[config.mk]
export PLATFORM = sky130hd
export DESIGN_NAME = vuc_div_cell
export DESIGN_NICKNAME = d
export VERILOG_FILES = /design/src/sv/vuc_pkg.sv /design/src/sv/vuc_div_cell.sv
export SDC_FILE = /design/constraint.sdc
export NUM_CORES = 1
export LEC_CHECK = 0
export ABC_AREA = 1
export BUFFER_PORTS_ARGS = -buffer_cell sky130_fd_sc_hd__clkbuf_2
export CORE_AREA = 2 2 250 252
export CTS_CLUSTER_DIAMETER = 60
export DETAILED_ROUTE_END_ITERATION = 10
export DIE_AREA = 0 0 252 254
export SLEW_MARGIN = 15
export SYNTH_ARGS = -nofsm -noshare
export SYNTH_HDL_FRONTEND = slang
export SYNTH_SLANG_ARGS = --single-unit
[constraint.sdc]
create_clock -name i_clk -period 19 [get_ports i_clk]
set_clock_uncertainty 0.2 [all_clocks]
set_input_delay 0.95 -clock i_clk [delete_from_list [all_inputs] [get_ports i_clk]]
set_output_delay 0.95 -clock i_clk [all_outputs]
set_load 0.01 [all_outputs]
[src/sv/vuc_pkg.sv]
`timescale 1ns / 1ps

package vuc_pkg;

    localparam int unsigned AMOUNT_W = 63;
    localparam int unsigned VALUE_W  = 64;
    localparam int unsigned CFG_W    = 31;
    localparam int unsigned OPND_W   = 61;   // widest multiplier / divisor operand
    localparam int unsigned PROD_W   = 124;  // 63 x 61 bit product
    localparam int unsigned HI_W     = PROD_W - VALUE_W;
    localparam int unsigned NCELLS   = VALUE_W;

    localparam logic [29:0] NS_PER_SEC = 30'd1000000000;

    localparam logic [1:0] UNIT_FRAMES = 2'd0;
    localparam logic [1:0] UNIT_BYTES  = 2'd1;
    localparam logic [1:0] UNIT_TIME   = 2'd2;
    localparam logic [1:0] UNIT_OTHER  = 2'd3;

    localparam logic [1:0] REG_BPP     = 2'd0;
    localparam logic [1:0] REG_RATE_N  = 2'd1;
    localparam logic [1:0] REG_RATE_D  = 2'd2;

    typedef enum logic [2:0] {
        KIND_PASS  = 3'd0,
        KIND_MULLO = 3'd1,
        KIND_DIV   = 3'd2,
        KIND_SAT   = 3'd3,
        KIND_FAIL  = 3'd4
    } t_kind;

    typedef struct packed {
        logic                valid;
        t_kind               kind;
        logic [VALUE_W-1:0]  value;
        logic [OPND_W-1:0]   divisor;
    } t_side;

    typedef struct packed {
        t_side               side;
        logic [OPND_W-1:0]   rem;
        logic [VALUE_W-1:0]  lo;
        logic [VALUE_W-1:0]  quo;
    } t_div;

endpackage

[src/sv/vuc_div_cell.sv]
`timescale 1ns / 1ps

module vuc_div_cell (
    input  logic          i_clk,
    input  logic          i_rst_n,
    input  logic          i_en,
    input  vuc_pkg::t_div i_div,
    output vuc_pkg::t_div o_div
);

    vuc_pkg::t_div r_div, n_div;
    logic [vuc_pkg::OPND_W:0] w_sh;
    logic [vuc_pkg::OPND_W:0] w_diff;
    logic                     w_ge;

    // one restoring step: shift in the next dividend bit, subtract when it fits
    always_comb begin
        w_sh   = {i_div.rem, i_div.lo[vuc_pkg::VALUE_W-1]};
        w_diff = w_sh - {1'b0, i_div.side.divisor};
        w_ge   = (w_sh >= {1'b0, i_div.side.divisor});
        n_div      = i_div;
        n_div.rem  = w_ge ? w_diff[vuc_pkg::OPND_W-1:0] : w_sh[vuc_pkg::OPND_W-1:0];
        n_div.lo   = {i_div.lo[vuc_pkg::VALUE_W-2:0], 1'b0};
        n_div.quo  = {i_div.quo[vuc_pkg::VALUE_W-2:0], w_ge};
    end

    always_ff @(posedge i_clk) begin
        if (!i_rst_n) begin
            r_div.side.valid <= 1'b0;
        end else if (i_en) begin
            r_div <= n_div;
        end
    end

    assign o_div = r_div;

endmodule

==> results.txt <==
Run status - complete, no violations
Worst Tran Pin Value - 1.09 ns
Critical path capture point type - flop
CTS sink cnt - 317
Filler cells - 6520
TritonRoute pass-1 iters - 5
Number of global-route vias before repair - 13700
Min Clock Period, post-route - 4.55 ns
Pwr dens - 93.4 nW/um^2
Clock transition at the registers of the reported paths - 0.06 ns
Drt initial violations - 854
Post-CTS Hold Buffers - 0
Post_cts resized - 0
Post-CTS setup buffers - 0
Layout area overhead - 33.8%
Clock Path Buffers - 3
Synthesized flop and latch total - 317
Crit Path Class - input pin to flop
Via density - 4.31
Commonest non-fill, non-tap cell in the layout - clkbuf_2
Die X - 252 um
Std-Cell Rows - 91
Clk Tree Root Cell - clkbuf_16
Top FF cell, synth - edfxtp_1
DR WL/cell - 22.4 um
Met2 usage - 0.413
Top Ports - 639
Worst hold endpoint - o_div[291]
Critical path cell sequence - clkbuf_2 > inv_1 > ha_1 > inv_1 > fa_1 > nand2_1 > nand3_2 > nand2_1 > nand2_2 > nand2_1 > nand2_1 > nand2_1 > nand3_4 > buf_4 > nand3_1 > nand2_1
Most frequent CP cell - nand2_1
# port buffers - 636
Flip-flop count of the largest register after layout - 317
Insertion delay to the later sink of the worst-skew pair - 0.59 ns
Post-synth EDFFs - 316
Hold Fails Final Rpt - 0
Overall Power - 2.05 mW
Fin nets - 2871
Die H - 254 um
P_leak - 11.3 nW
Max frequency - 0.220 GHz
RSZ-0062 raised after global routing - no
Share of the yosys chip area belonging to registers - 0.579
Met1 Use GR - 0.248
Max stage delay on crit path - 0.61 ns
Non-Filler Instances - 3316
R2r endpoint - o_div[317]
CTS tree - built
Met3 Track Usage GR - 0.0655
Min-delay src - i_div[291]
Die area - 64000 sq um
Hold_ws - 0.332 ns
First-pass GRT wire length - 99900 um
Starting Density - 0.268
WP buf/inv - 4
Hold Crit Depth - 1
Setup TNS - 0 ns
Cell family with most CP delay - simple AND/OR/NAND/NOR gates
Post-Synthesis Cells - 1821
CTS buffer count - 44
Placed Cells - 3232
# setup viols final - 0
Worst VDD drop - 0.0567 mV
Total wire length - 74300 um
Share of layout cells above drive strength 1 - 0.304
Core Box Area - 61300 sq um
Worst R2R Setup Slack - 18.14 ns
Synthesized area per cell - 9.03 sq um
Mapped cell area - 16400 sq um
CP arrival - 4.67 ns
Period utilisation layout - 0.240
Syn_nets - 2204
Yosys warns - 0
DPL Wire Length - 62800 um
Gpl congestion - 0.922
Asr flop ratio synth - 0
Slowest-stage cell, CP - nand3_4
H-Tree Depth - 2
Worst Path Required - 19.12 ns
Total congestion overflow - 0
Post-route DRC - 0
Initial antenna violation count - 18
Critical R2R Launch - o_div[317]
Grt peak-use layer - met2
Max-cap violation count - 0
Antenna Nets Post-Route - 0
Commonest non-fill, non-tap cells in the layout - clkbuf_2, nand2_1, inv_1, edfxtp_1, nor2_1
Worst-path fanout max - 67
Pins over their slew limit - 0
Synth unique cells - 37
Vias after detailed routing - 14300
Reg2Reg Depth - 2
Slew margin rel. - 0.271
Worst Hold Class - input pin to flop
Largest net degree at the start of global routing - 113
Startpoint types - input pin
GRT Util Overall - 0.224
==> stage by stage <==
step                      utilization  setup WS, ns  cell area (sq um)
after floorplan                     -         11.10              16400
after global placement          0.335         13.77              20500
after detailed placement        0.335         13.77              20500
after CTS                       0.359         14.40              22000
after global routing            0.359         14.21              22000
final                           0.359         14.45              22000
==> cells in the mapped netlist (6+ instances only) <==
master | number | area share
nand4_1 | 35 | 0.013
o21ai_1 | 28 | 0.0085
o21ai_0 | 12 | 0.0037
o21ai_2 | 10 | 0.0053
buf_6 | 7 | 0.0048
nor2_1 | 103 | 0.024
inv_2 | 11 | 0.0025
ha_1 | 61 | 0.046
nor2_2 | 6 | 0.0023
a21oi_1 | 42 | 0.013
nand2_2 | 17 | 0.0065
edfxtp_1 | 316 | 0.58
nand3_1 | 72 | 0.022
xor2_1 | 30 | 0.016
nand2_1 | 623 | 0.14
inv_1 | 402 | 0.092
buf_2 | 11 | 0.0033
==> layer usage <==
metal | vias up | wire length [um]
met5 | - | 177
met4 | 28 | 2110
met3 | 108 | 5580
met2 | 447 | 38300
met1 | 6603 | 28100
li1 | 7098 | -
==> worst register-to-register path, delay by kind of cell (launching register included) <==
| kind | cells | cell delay (ns) |
|---|---|---|
| compound gates | 2 | 0.23 |
| flops | 1 | 0.33 |
==> logic make-up (layout without fill, tap and decap cells) <==
logic type      after synthesis  in the layout  synth area share
compound gates               96             96            0.0322
xor+xnor                     30             30            0.0160
fa+ha+maj                    62             62            0.0477
buf+inv                     433           1134             0.103
flops                       317            317             0.579
other cells                   1              5          0.000228
simple gates                882            882             0.222
==> worst max path at each step <==
| stage | depth (start not counted) | slack [ns] | startpoint | to |
|---|---|---|---|---|
| detailed placement | 16 | 13.77 | i_div[127] | o_div[172] |
| global route | 16 | 14.21 | i_div[127] | o_div[158] |
| floorplan | 2 | 11.10 | i_rst_n | o_div[0] |
| global placement | 16 | 13.77 | i_div[127] | o_div[174] |
| CTS | 16 | 14.40 | i_div[127] | o_div[172] |
| finish | 16 | 14.45 | i_div[127] | o_div[172] |
==> where the power goes <==
| part | total, mW | switching (mW) | internal [mW] |
|---|---|---|---|
| Clock | 0.832 | 0.340 | 0.492 |
| Sequential | 0.850 | 0.0160 | 0.834 |
| Combinational | 0.371 | 0.247 | 0.124 |
| Total | 2.05 | 0.604 | 1.45 |
==> cell type report <==
cell class	count	area [sq um]	share of cell area
well taps	790	988	0.0450
multi-input cells	1071	5240	0.238
clock buffers	48	1140	0.0517
flip-flops and latches	317	9510	0.433
diodes	4	10.0	0.000455
clock inverters	32	328	0.0149
repair buffers	640	3210	0.146
inverters	414	1560	0.0710
Note: power is estimated with default switching activity, not from simulation.
